===== config.mk =====
export PLATFORM = sky130hd
export DESIGN_NAME = hmi_event_frame_parser
export DESIGN_NICKNAME = d
export VERILOG_FILES = /design/src/hdl/hmi_efp_pkg.sv /design/src/hdl/hmi_efp_input_reg.sv /design/src/hdl/hmi_efp_parser.sv /design/src/hdl/hmi_event_frame_parser.sv
export SDC_FILE = /design/constraint.sdc
export NUM_CORES = 1
export LEC_CHECK = 0
export ABC_AREA = 1
export BUFFER_PORTS_ARGS = -buffer_cell sky130_fd_sc_hd__buf_2
export CAP_MARGIN = 30
export CORE_AREA = 5 5 214 216
export CTS_BUF_LIST = sky130_fd_sc_hd__clkbuf_8
export DETAILED_ROUTE_END_ITERATION = 8
export DIE_AREA = 0 0 219 221
export GPL_TIMING_DRIVEN = 1
export HOLD_SLACK_MARGIN = 0.1
export PLACE_DENSITY = 0.42
export SLEW_MARGIN = 0
export SYNTH_ARGS = -nofsm -noshare
export SYNTH_HDL_FRONTEND = slang
export SYNTH_SLANG_ARGS = --single-unit

===== constraint.sdc =====
create_clock -name clock -period 9.8 [get_ports clock]
set_input_delay 0 -clock clock [delete_from_list [all_inputs] [get_ports clock]]
set_output_delay 0 -clock clock [all_outputs]
set_load 0.01 [all_outputs]

===== src/hdl/hmi_efp_pkg.sv =====
package hmi_efp_pkg;

   // Fixed widths of the beat fields.
   localparam int BYTE_W      = 8;
   localparam int EVENT_W     = 4;
   localparam int COORD_W     = 16;
   localparam int CNT_OUT_W   = 32;
   localparam int PAYLOAD_MAX = 5;
   localparam int PIDX_W      = 3;

   // Frame header codes.
   localparam logic [BYTE_W-1:0] HDR_BUTTON  = 8'h65;
   localparam logic [BYTE_W-1:0] HDR_PAGE    = 8'h66;
   localparam logic [BYTE_W-1:0] HDR_TOUCH   = 8'h67;
   localparam logic [BYTE_W-1:0] HDR_SLIDER  = 8'h55;
   localparam logic [BYTE_W-1:0] TERM_BYTE   = 8'hFF;
   localparam logic [BYTE_W-1:0] SLIDER_MARK = 8'hAA;
   localparam logic [BYTE_W-1:0] STATE_DOWN  = 8'h01;
   localparam logic [BYTE_W-1:0] STATE_UP    = 8'h00;
   localparam logic [BYTE_W-1:0] SLIDER_ONE  = 8'h01;
   localparam logic [BYTE_W-1:0] SLIDER_TWO  = 8'h02;
   localparam logic [BYTE_W-1:0] SLIDER_INIT = 8'd20;

   // Payload lengths per header.
   localparam logic [PIDX_W-1:0] LEN_PAGE  = 3'd1;
   localparam logic [PIDX_W-1:0] LEN_TOUCH = 3'd5;
   localparam logic [PIDX_W-1:0] LEN_OTHER = 3'd3;

   // Event codes.
   localparam logic [EVENT_W-1:0] EV_NONE      = 4'd0;
   localparam logic [EVENT_W-1:0] EV_ERROR     = 4'd1;
   localparam logic [EVENT_W-1:0] EV_BTN_DOWN  = 4'd2;
   localparam logic [EVENT_W-1:0] EV_BTN_UP    = 4'd3;
   localparam logic [EVENT_W-1:0] EV_PAGE      = 4'd4;
   localparam logic [EVENT_W-1:0] EV_TOUCH     = 4'd5;
   localparam logic [EVENT_W-1:0] EV_SLIDER_L  = 4'd6;
   localparam logic [EVENT_W-1:0] EV_SLIDER_R  = 4'd7;
   localparam logic [EVENT_W-1:0] EV_NO_EVENT  = 4'd8;

   // One received byte held in the input register.
   typedef struct packed {
      logic              valid;
      logic [BYTE_W-1:0] data;
   } byte_beat_type;

endpackage


===== src/hdl/hmi_efp_input_reg.sv =====
module hmi_efp_input_reg (
   input  logic                                clock,
   input  logic                                reset,
   input  logic                                req_valid,
   input  logic [hmi_efp_pkg::BYTE_W-1:0]      req_rx_byte,
   output logic                                req_stall,
   output hmi_efp_pkg::byte_beat_type          beat,
   input  logic                                beat_stall
);

   logic                              valid_ff, valid_in;
   logic [hmi_efp_pkg::BYTE_W-1:0]    data_ff, data_in;

   // The register is free when empty or when its beat moves on this cycle.
   assign req_stall = valid_ff && beat_stall;

   always_comb begin
      valid_in = valid_ff;
      data_in  = data_ff;
      if (!req_stall) begin
         valid_in = req_valid;
         data_in  = req_rx_byte;
      end
   end

   always_ff @(posedge clock) begin
      if (reset) begin
         valid_ff <= 1'b0;
      end else begin
         valid_ff <= valid_in;
      end
      data_ff <= data_in;
   end

   assign beat.valid = valid_ff;
   assign beat.data  = data_ff;

endmodule


===== src/hdl/hmi_efp_parser.sv =====
module hmi_efp_parser #(
   parameter int COUNTER_WIDTH = 32
) (
   input  logic                                  clock,
   input  logic                                  reset,
   input  hmi_efp_pkg::byte_beat_type            beat,
   output logic                                  beat_stall,
   output logic                                  rsp_valid,
   input  logic                                  rsp_stall,
   output logic [hmi_efp_pkg::EVENT_W-1:0]       rsp_event_res,
   output logic [hmi_efp_pkg::BYTE_W-1:0]        rsp_page_number,
   output logic [hmi_efp_pkg::BYTE_W-1:0]        rsp_object_id,
   output logic [hmi_efp_pkg::COORD_W-1:0]       rsp_touch_x,
   output logic [hmi_efp_pkg::COORD_W-1:0]       rsp_touch_y,
   output logic [hmi_efp_pkg::BYTE_W-1:0]        rsp_slider_left,
   output logic [hmi_efp_pkg::BYTE_W-1:0]        rsp_slider_right,
   output logic [hmi_efp_pkg::BYTE_W-1:0]        rsp_current_page,
   output logic [hmi_efp_pkg::CNT_OUT_W-1:0]     rsp_frames_seen,
   output logic [hmi_efp_pkg::CNT_OUT_W-1:0]     rsp_errors_seen
);

   typedef enum logic [2:0] {
      PH_IDLE    = 3'd0,
      PH_PAYLOAD = 3'd1,
      PH_TERM1   = 3'd2,
      PH_TERM2   = 3'd3,
      PH_TERM3   = 3'd4
   } phase_type;

   phase_type                                phase_ff, phase_in;
   logic [hmi_efp_pkg::BYTE_W-1:0]           header_ff, header_in;
   logic [hmi_efp_pkg::PIDX_W-1:0]           left_ff, left_in;
   logic [hmi_efp_pkg::PIDX_W-1:0]           index_ff, index_in;
   logic [hmi_efp_pkg::BYTE_W-1:0]           bytes_ff [hmi_efp_pkg::PAYLOAD_MAX];
   logic [hmi_efp_pkg::BYTE_W-1:0]           bytes_in [hmi_efp_pkg::PAYLOAD_MAX];
   logic [hmi_efp_pkg::BYTE_W-1:0]           page_ff, page_in;
   logic [hmi_efp_pkg::BYTE_W-1:0]           sl_left_ff, sl_left_in;
   logic [hmi_efp_pkg::BYTE_W-1:0]           sl_right_ff, sl_right_in;
   logic [COUNTER_WIDTH-1:0]                 frame_cnt_ff, frame_cnt_in;
   logic [COUNTER_WIDTH-1:0]                 error_cnt_ff, error_cnt_in;

   logic                                     rsp_valid_ff, rsp_valid_in;
   logic [hmi_efp_pkg::EVENT_W-1:0]          event_ff, event_in;
   logic [hmi_efp_pkg::BYTE_W-1:0]           pnum_ff, pnum_in;
   logic [hmi_efp_pkg::BYTE_W-1:0]           obj_ff, obj_in;
   logic [hmi_efp_pkg::COORD_W-1:0]          tx_ff, tx_in;
   logic [hmi_efp_pkg::COORD_W-1:0]          ty_ff, ty_in;
   logic [hmi_efp_pkg::CNT_OUT_W-1:0]        frames_out_ff, frames_out_in;
   logic [hmi_efp_pkg::CNT_OUT_W-1:0]        errors_out_ff, errors_out_in;

   logic                                     advance;
   logic                                     is_header;
   logic [hmi_efp_pkg::BYTE_W-1:0]           b;

   assign b          = beat.data;
   assign advance    = beat.valid && !(rsp_valid_ff && rsp_stall);
   assign beat_stall = rsp_valid_ff && rsp_stall;
   assign is_header  = (b == hmi_efp_pkg::HDR_BUTTON) || (b == hmi_efp_pkg::HDR_PAGE) ||
                       (b == hmi_efp_pkg::HDR_TOUCH)  || (b == hmi_efp_pkg::HDR_SLIDER);

   always_comb begin
      phase_in     = phase_ff;
      header_in    = header_ff;
      left_in      = left_ff;
      index_in     = index_ff;
      bytes_in     = bytes_ff;
      page_in      = page_ff;
      sl_left_in   = sl_left_ff;
      sl_right_in  = sl_right_ff;
      frame_cnt_in = frame_cnt_ff;
      error_cnt_in = error_cnt_ff;
      event_in     = hmi_efp_pkg::EV_NONE;
      pnum_in      = '0;
      obj_in       = '0;
      tx_in        = '0;
      ty_in        = '0;

      case (phase_ff)
         PH_IDLE: begin
            if (is_header) begin
               header_in = b;
               if (b == hmi_efp_pkg::HDR_PAGE) begin
                  left_in = hmi_efp_pkg::LEN_PAGE;
               end else if (b == hmi_efp_pkg::HDR_TOUCH) begin
                  left_in = hmi_efp_pkg::LEN_TOUCH;
               end else begin
                  left_in = hmi_efp_pkg::LEN_OTHER;
               end
               index_in = '0;
               phase_in = PH_PAYLOAD;
            end else begin
               phase_in     = PH_IDLE;
               error_cnt_in = error_cnt_ff + COUNTER_WIDTH'(1);
               event_in     = hmi_efp_pkg::EV_ERROR;
            end
         end
         PH_PAYLOAD: begin
            if (left_ff != '0) begin
               if (index_ff < hmi_efp_pkg::PIDX_W'(hmi_efp_pkg::PAYLOAD_MAX)) begin
                  bytes_in[index_ff] = b;
               end
               index_in = index_ff + 3'd1;
               left_in  = left_ff - 3'd1;
               if (left_ff == 3'd1) begin
                  phase_in = PH_TERM1;
               end
            end else begin
               phase_in     = PH_IDLE;
               error_cnt_in = error_cnt_ff + COUNTER_WIDTH'(1);
               event_in     = hmi_efp_pkg::EV_ERROR;
            end
         end
         PH_TERM1, PH_TERM2: begin
            if (b == hmi_efp_pkg::TERM_BYTE) begin
               phase_in = (phase_ff == PH_TERM1) ? PH_TERM2 : PH_TERM3;
            end else begin
               phase_in     = PH_IDLE;
               error_cnt_in = error_cnt_ff + COUNTER_WIDTH'(1);
               event_in     = hmi_efp_pkg::EV_ERROR;
            end
         end
         PH_TERM3: begin
            phase_in = PH_IDLE;
            if (b == hmi_efp_pkg::TERM_BYTE) begin
               // Frame complete: count it and decode its event.
               frame_cnt_in = frame_cnt_ff + COUNTER_WIDTH'(1);
               event_in     = hmi_efp_pkg::EV_NO_EVENT;
               if (header_ff == hmi_efp_pkg::HDR_BUTTON) begin
                  if (bytes_ff[2] == hmi_efp_pkg::STATE_DOWN ||
                      bytes_ff[2] == hmi_efp_pkg::STATE_UP) begin
                     pnum_in  = bytes_ff[0];
                     obj_in   = bytes_ff[1];
                     event_in = (bytes_ff[2] == hmi_efp_pkg::STATE_DOWN) ?
                                hmi_efp_pkg::EV_BTN_DOWN : hmi_efp_pkg::EV_BTN_UP;
                  end
               end else if (header_ff == hmi_efp_pkg::HDR_PAGE) begin
                  page_in  = bytes_ff[0];
                  event_in = hmi_efp_pkg::EV_PAGE;
               end else if (header_ff == hmi_efp_pkg::HDR_TOUCH) begin
                  if (bytes_ff[4] == hmi_efp_pkg::STATE_DOWN) begin
                     tx_in    = {bytes_ff[0], bytes_ff[1]};
                     ty_in    = {bytes_ff[2], bytes_ff[3]};
                     event_in = hmi_efp_pkg::EV_TOUCH;
                  end
               end else if (header_ff == hmi_efp_pkg::HDR_SLIDER &&
                            bytes_ff[0] == hmi_efp_pkg::SLIDER_MARK) begin
                  if (bytes_ff[1] == hmi_efp_pkg::SLIDER_ONE) begin
                     sl_left_in = bytes_ff[2];
                     event_in   = hmi_efp_pkg::EV_SLIDER_L;
                  end else if (bytes_ff[1] == hmi_efp_pkg::SLIDER_TWO) begin
                     sl_right_in = bytes_ff[2];
                     event_in    = hmi_efp_pkg::EV_SLIDER_R;
                  end
               end
            end else begin
               error_cnt_in = error_cnt_ff + COUNTER_WIDTH'(1);
               event_in     = hmi_efp_pkg::EV_ERROR;
            end
         end
         default: begin
            // Unused phase codes behave like a stray byte while idle.
            phase_in     = PH_IDLE;
            error_cnt_in = error_cnt_ff + COUNTER_WIDTH'(1);
            event_in     = hmi_efp_pkg::EV_ERROR;
         end
      endcase

      if (advance) begin
         rsp_valid_in = 1'b1;
      end else if (!rsp_stall) begin
         rsp_valid_in = 1'b0;
      end else begin
         rsp_valid_in = rsp_valid_ff;
      end
   end

   generate
      if (COUNTER_WIDTH >= hmi_efp_pkg::CNT_OUT_W) begin : g_cnt_trunc
         assign frames_out_in = frame_cnt_in[hmi_efp_pkg::CNT_OUT_W-1:0];
         assign errors_out_in = error_cnt_in[hmi_efp_pkg::CNT_OUT_W-1:0];
      end else begin : g_cnt_ext
         assign frames_out_in = {{(hmi_efp_pkg::CNT_OUT_W-COUNTER_WIDTH){1'b0}}, frame_cnt_in};
         assign errors_out_in = {{(hmi_efp_pkg::CNT_OUT_W-COUNTER_WIDTH){1'b0}}, error_cnt_in};
      end
   endgenerate

   always_ff @(posedge clock) begin
      if (reset) begin
         phase_ff     <= PH_IDLE;
         header_ff    <= '0;
         left_ff      <= '0;
         index_ff     <= '0;
         page_ff      <= '0;
         sl_left_ff   <= hmi_efp_pkg::SLIDER_INIT;
         sl_right_ff  <= hmi_efp_pkg::SLIDER_INIT;
         frame_cnt_ff <= '0;
         error_cnt_ff <= '0;
         rsp_valid_ff <= 1'b0;
      end else begin
         rsp_valid_ff <= rsp_valid_in;
         if (advance) begin
            phase_ff     <= phase_in;
            header_ff    <= header_in;
            left_ff      <= left_in;
            index_ff     <= index_in;
            page_ff      <= page_in;
            sl_left_ff   <= sl_left_in;
            sl_right_ff  <= sl_right_in;
            frame_cnt_ff <= frame_cnt_in;
            error_cnt_ff <= error_cnt_in;
         end
      end
      if (advance) begin
         bytes_ff      <= bytes_in;
         event_ff      <= event_in;
         pnum_ff       <= pnum_in;
         obj_ff        <= obj_in;
         tx_ff         <= tx_in;
         ty_ff         <= ty_in;
         frames_out_ff <= frames_out_in;
         errors_out_ff <= errors_out_in;
      end
   end

   // Latched values shown with a result are the ones after its byte; they
   // only change on an accepted byte, so the live latches match.
   assign rsp_valid        = rsp_valid_ff;
   assign rsp_event_res    = event_ff;
   assign rsp_page_number  = pnum_ff;
   assign rsp_object_id    = obj_ff;
   assign rsp_touch_x      = tx_ff;
   assign rsp_touch_y      = ty_ff;
   assign rsp_slider_left  = sl_left_ff;
   assign rsp_slider_right = sl_right_ff;
   assign rsp_current_page = page_ff;
   assign rsp_frames_seen  = frames_out_ff;
   assign rsp_errors_seen  = errors_out_ff;

endmodule


===== src/hdl/hmi_event_frame_parser.sv =====
// Event frame parser for the serial link of a touch screen.
// The req_ channel carries one received byte per beat (req_rx_byte); every
// accepted byte produces exactly one beat on the rsp_ channel, carrying the
// event code for that byte, the button and touch fields of a completed frame,
// and the latched page, slider positions and frame and error counters as they
// stand after that byte.
// A byte passes through an input register and then through the parser, whose
// short decode logic updates the frame state and loads the result register.
// The byte is held in the input register and its result in the result register;
// one byte per cycle is sustained while the receiver does not raise rsp_stall.
// When the receiver raises rsp_stall, the result register holds its beat, the
// parser stops, and req_stall rises once the input register is also full;
// no beat is lost or repeated.
// A synchronous reset returns the parser to idle, clears the page latch and
// both counters, sets both slider positions to 20, and empties both
// registers. The counters are COUNTER_WIDTH bits wide and wrap; the rsp_
// ports show their low 32 bits.
module hmi_event_frame_parser #(
   parameter int COUNTER_WIDTH = 32
) (
   input  logic                                  clock,
   input  logic                                  reset,
   input  logic                                  req_valid,
   output logic                                  req_stall,
   input  logic [hmi_efp_pkg::BYTE_W-1:0]        req_rx_byte,
   output logic                                  rsp_valid,
   input  logic                                  rsp_stall,
   output logic [hmi_efp_pkg::EVENT_W-1:0]       rsp_event_res,
   output logic [hmi_efp_pkg::BYTE_W-1:0]        rsp_page_number,
   output logic [hmi_efp_pkg::BYTE_W-1:0]        rsp_object_id,
   output logic [hmi_efp_pkg::COORD_W-1:0]       rsp_touch_x,
   output logic [hmi_efp_pkg::COORD_W-1:0]       rsp_touch_y,
   output logic [hmi_efp_pkg::BYTE_W-1:0]        rsp_slider_left,
   output logic [hmi_efp_pkg::BYTE_W-1:0]        rsp_slider_right,
   output logic [hmi_efp_pkg::BYTE_W-1:0]        rsp_current_page,
   output logic [hmi_efp_pkg::CNT_OUT_W-1:0]     rsp_frames_seen,
   output logic [hmi_efp_pkg::CNT_OUT_W-1:0]     rsp_errors_seen
);

   hmi_efp_pkg::byte_beat_type beat;
   logic                       beat_stall;

   // Input register: holds one byte for the parser; req_stall rises when it is full and the parser stalls.
   hmi_efp_input_reg u_input_reg (
      .clock       (clock),
      .reset       (reset),
      .req_valid   (req_valid),
      .req_rx_byte (req_rx_byte),
      .req_stall   (req_stall),
      .beat        (beat),
      .beat_stall  (beat_stall)
   );

   // Frame state machine, latches, counters and the result register.
   hmi_efp_parser #(
      .COUNTER_WIDTH (COUNTER_WIDTH)
   ) u_parser (
      .clock            (clock),
      .reset            (reset),
      .beat             (beat),
      .beat_stall       (beat_stall),
      .rsp_valid        (rsp_valid),
      .rsp_stall        (rsp_stall),
      .rsp_event_res    (rsp_event_res),
      .rsp_page_number  (rsp_page_number),
      .rsp_object_id    (rsp_object_id),
      .rsp_touch_x      (rsp_touch_x),
      .rsp_touch_y      (rsp_touch_y),
      .rsp_slider_left  (rsp_slider_left),
      .rsp_slider_right (rsp_slider_right),
      .rsp_current_page (rsp_current_page),
      .rsp_frames_seen  (rsp_frames_seen),
      .rsp_errors_seen  (rsp_errors_seen)
   );

endmodule


==> qor.txt, run 1 <==
status -> completed
Critical Path Fanout Max -> 197
EDFF count, synth -> 164
clock latency on the worst-skew pair -> 630 ps
Buf+Inv Stages, Crit Path -> 3
Die Span Y -> 221 µm
Compound-Gate Fraction of Synth Area -> 7.76%
post-synthesis mux area share -> 0%
Req. time, crit path -> 10030 ps
Syn Nets -> 1391
Syn-to-layout area delta -> 22.2%
CTS tree -> built
Final period util -> 39.5%
Critical Path Stages -> 8
Synth Area per Inst -> 8.81 µm²
vias in the first global route -> 9416
Relative slew margins -> 28.6%
# setup viols final -> 0
final setup TNS -> 0 ps
I/O pins -> 154
CP Capture Type -> flop
PostCTS Resize Cnt -> 0
wirelength, routed -> 33.3 mm
Net count, final -> 1585
most frequent cells after synthesis -> nand2_1, inv_1, nor2_1
Mapped Cells -> 1373
input/output buffers -> 153
Yosys warning count -> 0
Fin. Hold Viols -> 0
CTS clk-pin slew, worst paths -> 60 ps
antenna violations before repair -> 0
critical path arrival -> 4100 ps
most frequent cell after synthesis -> nand2_1
highest clock rate -> 0.258 GHz
Final WS setup -> 5930 ps
root buf cell -> clkbuf_8
Via Count -> 9587
min cycle time layout -> 3870 ps
post-synthesis register bit count -> 271
post-synthesis adder-cell area fraction -> 0.620%
Crit path largest cell delay -> 790 ps
Slew Viols, Final -> 0
Starting Density -> 27.7%
leakage power -> 6.53 nW
DR pass1 iterations -> 5
XOR/XNOR Fraction of Synth Area -> 1.45%
Die ar. -> 0.0484 mm²
CP Cell Sequence -> nand2_1 -> inv_1 -> nor2_4 -> buf_12 -> inv_2 -> nor2_1 -> nand2_1 -> nor3_1
RSZ-0062 raised after global routing -> false
Largest delay share family, worst path -> simple AND/OR/NAND/NOR gates
post-synthesis cell type count -> 41
HP Class -> reg -> reg
Global Route Usage Sum -> 13.6%
fraction of layout cells with a size suffix above 1 -> 16.7%
post-DP HPWL -> 23.1 mm
largest net degree at the start of global routing -> 198
multi-input logic area -> 0.00395 mm²
cell area after synthesis -> 0.0121 mm²
floorplan row count -> 77
worst slew pin tran -> 1070 ps
sequential cell area fraction in the yosys report -> 58.4%
Final Instance Area -> 0.0148 mm²
H-tree Lvls -> 2
Slowest cell on crit path -> nor3_1
gr ovfl total -> 0
Detail Route Antenna Nets -> 0
Startpoint Class -> flop
Hold Path Depth -> 2
n_diodes -> 0
VDD IR-drop max -> 73.8 µV
Yosys top cell by area -> edfxtp_1
GP Congestion -> 0.802
final-layout fill cell count -> 4637
CTS buffer count -> 51
First DRT Iteration DRCs -> 494
Synth Area in Simple Gates -> 22.8%
Synth area leaders -> edfxtp_1, dfxtp_1, nand2_1, inv_1, nor2_1
skew final -> 22.6 ps
main combinational cell family by area after synthesis -> simple AND/OR/NAND/NOR gates
Setup Fix Bufs, Post-CTS -> 0
PwrDens -> 177 mW/mm²
Bufs on Longest Clock Path -> 3
Core Footprint -> 0.0437 mm²
# DRC -> 0
first-pass GRT wire length -> 52.8 mm
area of placed instances -> 0.0135 mm²
most frequent CP cell -> nand2_1
worst r2r path cells -> 8
TritonCTS sink count -> 271
Worst Setup Path Type -> reg -> reg
wire per inst -> 15.1 µm
Post-CTS Hold Buffers -> 22
Most used DFF post-synth -> edfxtp_1
Synth async-reset ratio -> 0%
Max Cap Viol -> 0
post-synth top area share -> 40.7%
pre-CTS WS -> 5890 ps
die boundary width -> 219 µm
Vias per Instance -> 4.35
storage element area -> 0.00707 mm²
## power breakdown
part           switching [mW]  internal [mW]
clock network           0.499          0.662
registers              0.0361           1.26
logic                   0.107         0.0541
total                   0.642           1.97
## path summary, 6_finish.rpt
check	from	slack [ps]	to
min	u_parser.header_ff[6]	450	u_parser.header_ff[6]
max reg2reg	u_parser.rsp_valid	5930	u_parser.bytes_ff[2]
max	u_parser.rsp_valid	5930	u_parser.bytes_ff[2]
min reg2reg	u_parser.header_ff[6]	450	u_parser.header_ff[6]
## routing by layer
metal | GRT usage, % | share of wire [%] | up-vias
met2 | 21.3 | 45 | 184
met4 | 3.89 | 2.0 | 0
met1 | 19.0 | 47 | 4451
met3 | 3.24 | 5.1 | 50
met5 | 0 | 0 | -
li1 | - | - | 4902
## cells in the final DEF (no fill, tap or decap), drive strengths merged
master       count
a21oi           84
o211ai           8
edfxtp         164
nor2           189
dfxtp          107
nand3          100
or2              1
buf            160
o21a             1
and2             1
a211oi           1
nor4             2
bufinv           3
nor3            26
clkinv           8
nand2          259
ha               6
xor2            18
o21ai           85
dlygate4sd3     22
nand3b           1
clkinvlp         1
o22ai            1
inv            254
clkbuf          63
and3             2
nand4           40
xnor2            2
a31o             1
## tightest hold or removal path: cells and delay by family, from the launching register on
family / cells / cell delay [ps]
DFF: 1 / 310
buffers and inverters: 1 / 50
AOI/OAI and AO/OA: 1 / 50
## logic make-up after synthesis
logic type      Yosys count
simple gates            621
flops                   271
xor+xnor                 20
buf+inv                 274
fa+ha+maj                 6
compound gates          181
## area by class of cell
| type | instances | area share [%] |
|---|---|---|
| clock buffers | 63 | 5.86 |
| well taps | 592 | 5.01 |
| flip-flops and latches | 271 | 47.8 |
| repair buffers | 182 | 7.17 |
| multi-input cells | 828 | 26.7 |
| inverters | 233 | 5.91 |
| clock inverters | 33 | 1.57 |
## stage by stage
step	power (mW)	hold WS, ps	utilization (%)	cells
2_1_floorplan	1.41	98.9	-	1373
3_3_place_gp	1.47	180	30.7	2081
3_5_place_dp	1.47	178	30.8	2084
4_1_cts	2.67	451	33.8	2202
5_1_grt	2.75	480	33.8	2202
6_report	2.61	451	33.8	2202
## state kept, by name, summed over array words and instances, names as in the netlist, 3 cells and up
name and cells:
u_parser.header_ff 8, u_parser.rsp_current_page 8, u_parser.rsp_errors_seen 32, u_parser.rsp_object_id 8, u_parser.rsp_slider_right 8, u_parser.left_ff 3
u_parser.rsp_event_res 4, u_parser.rsp_touch_y 16, u_parser.rsp_slider_left 8, u_input_reg.data_ff 8, u_parser.index_ff 3, u_parser.frame_cnt_ff 32
u_parser.rsp_page_number 8, u_parser.rsp_touch_x 16, u_parser.error_cnt_ff 32, u_parser.bytes_ff 40, u_parser.rsp_frames_seen 32, u_parser.phase_ff 3
Power figures use the tool's default switching activity.
==> run 2: changes to the inputs <==
Clock period 9.8 ns to 4.1 ns, I/O delays scaled along.
==> run 2 against run 1 <==
Worst hold slack improved by 3.6 ps. Design area up 0.21%. Sequential share of layout area fell by 0.10 points. Sequential power grew 140%. Clock-buffer cell count decreased by 1. Non-clock buffer count grew 5. Power up 140%. Combinational power up 140%.
==> qor.txt, run 2 (synthesis gave the netlist of run 1 again) <==
CP Cell Sequence -> nand2_1 -> inv_1 -> nor2_1 -> nand3_1 -> nand3_1 -> nand3_2 -> buf_4 -> inv_1 -> nand2_1 -> nand2_1 -> o21ai_0 -> inv_1 (was nand2_1 -> inv_1 -> nor2_4 -> buf_12 -> inv_2 -> nor2_1 -> nand2_1 -> nor3_1)
# DRC -> 0 (unchanged)
Die Span Y -> 221 µm (unchanged)
RSZ-0062 raised after global routing -> false (unchanged)
PostCTS Resize Cnt -> 0 (unchanged)
final-layout fill cell count -> 4636 (was 4637)
gr ovfl total -> 0 (unchanged)
Net count, final -> 1590 (was 1585)
min cycle time layout -> 2540 ps (was 3870 ps)
clock latency on the worst-skew pair -> 620 ps (was 630 ps)
vias in the first global route -> 9311 (was 9416)
CTS clk-pin slew, worst paths -> 60 ps (about the same)
input/output buffers -> 153 (unchanged)
First DRT Iteration DRCs -> 492 (was 494)
CTS buffer count -> 51 (unchanged)
Setup Fix Bufs, Post-CTS -> 0 (unchanged)
skew final -> 29.5 ps (was 22.6 ps)
PwrDens -> 424 mW/mm² (was 177 mW/mm²)
Startpoint Class -> flop (unchanged)
Starting Density -> 27.7% (unchanged)
Most flops, register -> u_parser.bytes_ff (unchanged)
register share of total power -> 49.2% (was 49.4%)
Post-CTS Hold Buffers -> 21 (was 22)
storage element area -> 0.00707 mm² (unchanged)
root buf cell -> clkbuf_8 (unchanged)
Crit path largest cell delay -> 560 ps (was 790 ps)
wirelength, routed -> 33.9 mm (was 33.3 mm)
most frequent cells in the layout -> nand2_1, inv_1, nor2_1 (unchanged)
CTS tree -> built (unchanged)
H-tree Lvls -> 2 (unchanged)
n_diodes -> 0 (unchanged)
Tot Pwr -> 6.28 mW (was 2.61 mW)
Max Cap Viol -> 0 (unchanged)
Relative slew margins -> 44.0% (was 28.6%)
switching pwr -> 1.53 mW (was 0.642 mW)
fraction of layout cells with a size suffix above 1 -> 17.0% (was 16.7%)
wire per inst -> 15.4 µm (was 15.1 µm)
Hold Slack -> 454 ps (was 451 ps)
# setup viols final -> 0 (unchanged)
I/O pins -> 154 (unchanged)
HP Class -> reg -> reg (unchanged)
antenna violations before repair -> 0 (unchanged)
Syn-to-layout area delta -> 22.5% (was 22.2%)
Core Footprint -> 0.0437 mm² (unchanged)
Req. time, crit path -> 4590 ps (was 10030 ps)
status -> completed (unchanged)
highest clock rate -> 0.394 GHz (was 0.258 GHz)
most common cell after layout, fill and taps aside -> nand2_1 (unchanged)
floorplan row count -> 77 (unchanged)
DR pass1 iterations -> 4 (was 5)
worst slew pin tran -> 840 ps (was 1070 ps)
GP Congestion -> 0.812 (was 0.802)
Die ar. -> 0.0484 mm² (unchanged)
TritonCTS sink count -> 271 (unchanged)
multi-input logic area -> 0.00395 mm² (unchanged)
leakage power -> 6.53 nW (about the same)
critical path arrival -> 3030 ps (was 4100 ps)
Worst Setup Path Type -> reg -> reg (unchanged)
Detail Route Antenna Nets -> 0 (unchanged)
final setup TNS -> 0 ps (unchanged)
Bufs on Longest Clock Path -> 3 (unchanged)
Gate power share -> 6.1% (about the same)
post-DP HPWL -> 23.7 mm (was 23.1 mm)
clock share of power -> 44.7% (was 44.4%)
Via Count -> 9563 (was 9587)
reg-to-reg setup timing slack -> 1560 ps (was 5930 ps)
first-pass GRT wire length -> 53.2 mm (was 52.8 mm)
Final period util -> 61.9% (was 39.5%)
max reg flops -> 40 (unchanged)
Fin. Hold Viols -> 0 (unchanged)
internal power -> 4.75 mW (was 1.97 mW)
Slew Viols, Final -> 0 (unchanged)
Slowest cell on crit path -> edfxtp_1 (was nor3_1)
switching portion of total power -> 24.4% (was 24.6%)
CP Capture Type -> flop (unchanged)
Global Route Usage Sum -> 13.8% (was 13.6%)
VDD IR-drop max -> 201 µV (was 73.8 µV)
Vias per Instance -> 4.33 (was 4.35)
die boundary width -> 219 µm (unchanged)
largest net degree at the start of global routing -> 75 (was 198)
Critical Path Fanout Max -> 47 (was 197)
==> run 2: changes by cell type in the layout (fill, tap and decap cells not counted), sizes merged <==
cell         change
buf              +6
inv              -5
clkinv           +4
bufinv           +1
clkbuf           -1
dlygate4sd3      -1
==> run 2: power groups by stage <==
stage	clock, mW	sequential, mW	combinational, mW
after floorplan	0	3.14	0.226
after global placement	0	3.15	0.369
after detailed placement	0	3.15	0.375
after CTS	2.94	3.09	0.392
after global routing	3.07	3.10	0.438
final	2.81	3.09	0.385
==> run 2: per-layer routing <==
metal  part of all wire (%)  track usage (%)  routed length, µm  up-vias
met5                      0                0                  0        -
met4                    1.7             3.73                588        0
met3                    4.8             3.42               1620       44
met2                     45             21.2              15400      174
met1                     48             19.4              16400     4447
li1                       -                -                  -     4898
==> run 2: worst max-delay path: cells and delay by family (launching register included) <==
kind / cells / cell delay [ps]
AOI/OAI and AO/OA: 1 / 140
and+or+nand+nor: 7 / 1010
buffers and inverters: 4 / 700
DFF: 1 / 560
==> run 2: cell type report <==
cell class | instances | share of cell area (%)
well taps | 592 | 5.00
clock buffers | 62 | 5.76
inverters | 233 | 5.90
flip-flops and latches | 271 | 47.7
repair buffers | 187 | 7.38
multi-input cells | 828 | 26.7
clock inverters | 33 | 1.65
==> run 2: metrics by stage <==
step | instance area, µm² | cells | setup slack (ps) | utilization, %
global route | 14800 | 2206 | 1260 | 33.9
global placement | 13500 | 2089 | 1540 | 30.8
floorplan | 12100 | 1373 | 911 | -
CTS | 14800 | 2205 | 1480 | 33.8
finish | 14800 | 2206 | 1560 | 33.9
detailed placement | 13500 | 2089 | 1490 | 30.8
==> run 2: final timing paths <==
path	depth (start not counted)	end	startpoint
min	2	u_parser.header_ff[6]	u_parser.header_ff[6]
max reg2reg	12	u_parser.error_cnt_ff[0]	u_input_reg.data_ff[5]
max	12	u_parser.error_cnt_ff[0]	u_input_reg.data_ff[5]
min reg2reg	2	u_parser.header_ff[6]	u_parser.header_ff[6]
==> run 3: changes to the inputs <==
Clock period 4.1 ns to 2.59 ns, I/O delays scaled along.
==> run 3 against run 2 <==
Highest routed layer unchanged. Clock skew decreased by 10 ps. Critical path type unchanged. Combinational power increased by 70%. Sequential power increased by 58%. Clock-buffer cell count decreased by 2. Sequential share of layout area decreased by 0.24 points. Clock power increased by 50%. Core utilization increased by 0.17 points. Via count increased by 0.96%. Critical path depth decreased by 2. Worst hold slack got worse by 11 ps.
==> qor.txt, run 3 (synthesis gave the netlist of run 1 again) <==
status -> completed (unchanged)
Net count, final -> 1608 (was 1590)
gr ovfl total -> 0 (unchanged)
Critical Path Fanout Max -> 12 (was 47)
# DRC -> 0 (unchanged)
critical path arrival -> 2510 ps (was 3030 ps)
worst slew pin tran -> 655 ps (was 840 ps)
Core Footprint -> 0.0437 mm² (unchanged)
GP Congestion -> 0.826 (was 0.812)
highest metal used -> met4 (unchanged)
first-pass GRT wire length -> 53.4 mm (was 53.2 mm)
RR Startpoint -> u_input_reg.data_ff[1] (was u_input_reg.data_ff[5])
HP Class -> in -> reg (was reg -> reg)
First DRT Iteration DRCs -> 536 (was 492)
Max Cap Viol -> 0 (unchanged)
Bufs on Longest Clock Path -> 3 (unchanged)
register share of total power -> 50.1% (was 49.2%)
Via Count -> 9655 (was 9563)
switching portion of total power -> 25.2% (was 24.4%)
vias in the first global route -> 9516 (was 9311)
skew final -> 19.5 ps (was 29.5 ps)
largest net degree at the start of global routing -> 114 (was 75)
CTS clk-pin slew, worst paths -> 60 ps (about the same)
CP Launch Point -> u_input_reg.data_ff[1] (was u_input_reg.data_ff[5])
Syn-to-layout area delta -> 23.1% (was 22.5%)
hold_sp -> reset (was u_parser.header_ff[6])
DR pass1 iterations -> 5 (was 4)
Global Route Usage Sum -> 13.9% (was 13.8%)
I/O pins -> 154 (unchanged)
H-tree Lvls -> 2 (unchanged)
switching pwr -> 2.45 mW (was 1.53 mW)
Most flops, register -> u_parser.bytes_ff (unchanged)
Gate power share -> 6.7% (was 6.1%)
floorplan row count -> 77 (unchanged)
PwrDens -> 653 mW/mm² (was 424 mW/mm²)
Die Span Y -> 221 µm (unchanged)
input/output buffers -> 153 (unchanged)
root buf cell -> clkbuf_8 (unchanged)
most frequent cells in the layout -> nand2_1, inv_1, nor2_1 (unchanged)
final setup TNS -> 0 ps (unchanged)
leakage power -> 6.60 nW (was 6.53 nW)
Vias per Instance -> 4.35 (was 4.33)
met3 WL -> 1.59 mm (was 1.62 mm)
die boundary width -> 219 µm (unchanged)
CTS buffer count -> 50 (was 51)
Worst Setup Path Type -> reg -> reg (unchanged)
DR WL met2 -> 15.6 mm (was 15.4 mm)
Die ar. -> 0.0484 mm² (unchanged)
most common cell after layout, fill and taps aside -> nand2_1 (unchanged)
wire per inst -> 15.3 µm (was 15.4 µm)
highest clock rate -> 0.461 GHz (was 0.394 GHz)
VDD IR-drop max -> 285 µV (was 201 µV)
wirelength, routed -> 34.1 mm (was 33.9 mm)
Relative slew margins -> 56.2% (was 44.0%)
Metal-1 WL -> 16.2 mm (was 16.4 mm)
Req. time, crit path -> 2930 ps (was 4590 ps)
fraction of layout cells with a size suffix above 1 -> 18.0% (was 17.0%)
min cycle time layout -> 2170 ps (was 2540 ps)
# setup viols final -> 0 (unchanged)
Slew Viols, Final -> 0 (unchanged)
clock share of power -> 43.2% (was 44.7%)
Startpoint Class -> flop (unchanged)
Final period util -> 83.7% (was 61.9%)
max reg flops -> 40 (unchanged)
Final Non-Filler Cells -> 2222 (was 2206)
antenna violations before repair -> 0 (unchanged)
CP Capture Type -> flop (unchanged)
n_diodes -> 0 (unchanged)
CTS tree -> built (unchanged)
Fin. Hold Viols -> 0 (unchanged)
clock latency on the worst-skew pair -> 630 ps (was 620 ps)
TritonCTS sink count -> 271 (unchanged)
final-layout fill cell count -> 4625 (was 4636)
DP Cell Count -> 2102 (was 2089)
RSZ-0062 raised after global routing -> false (unchanged)
Starting Density -> 27.7% (unchanged)
post-DP HPWL -> 23.8 mm (was 23.7 mm)
internal power -> 7.28 mW (was 4.75 mW)
Detail Route Antenna Nets -> 0 (unchanged)
-- run 3: area by class of cell --
class / count / area [µm²] / area share, %
inverter: 233 / 875 / 5.87
tap: 592 / 741 / 4.97
clock inverter: 32 / 199 / 1.34
sequential: 271 / 7070 / 47.4
multi-input combinational: 828 / 3950 / 26.5
clock buffer: 60 / 826 / 5.54
timing repair buffer: 206 / 1240 / 8.35
-- run 3: metal layers --
layer / GRT usage (%) / up-vias
li1: - / 4930
met5: 0 / -
met3: 2.82 / 50
met1: 19.2 / 4502
met2: 21.9 / 173
met4: 4.52 / 0
-- run 3: worst paths after layout --
kind | endpoint | slack [ps] | cells after the start
min | u_parser.error_cnt_ff[7] | 440 | 6
min reg2reg | u_parser.header_ff[6] | 450 | 2
max | u_parser.rsp_frames_seen[20] | 420 | 10
max reg2reg | u_parser.rsp_frames_seen[20] | 420 | 10
-- run 3: per-stage QoR --
| stage | hold WS [ps] | util (%) | power (mW) | worst slack, ps | instance area (µm²) |
|---|---|---|---|---|---|
| 5_1_grt | 467 | 34.1 | 10.2 | 155 | 14900 |
| 3_3_place_gp | 180 | 31.1 | 5.59 | 213 | 13600 |
| 3_5_place_dp | 179 | 31.1 | 5.60 | 218 | 13600 |
| 2_1_floorplan | 98.9 | - | 5.33 | 288 | 12100 |
| 6_report | 443 | 34.1 | 9.73 | 422 | 14900 |
| 4_1_cts | 415 | 34.0 | 9.93 | 200 | 14900 |
-- run 3: power groups by stage --
stage,Sequential [mW],Clock (mW),Combinational (mW)
floorplan,4.97,0,0.357
global placement,4.97,0,0.621
detailed placement,4.97,0,0.627
CTS,4.88,4.39,0.656
global route,4.89,4.58,0.743
finish,4.87,4.21,0.654
-- run 3: critical path, stage by stage, from the launching register on --
cell and delay, ps:
edfxtp_1 420, nand2_1 100, nor2_2 280, nand2_2 210, nor2_2 120, buf_4 220
nand2_2 120, nor2_4 170, nand3_1 90, nand2_1 70, nand2_1 90
-- run 3: repair_timing --
action,CTS,global route
endpoints found under the setup margin,0,8
resized for setup,0,0
buffers inserted,0,6
hold buffers,22,0
hold endpoints to repair,115,0
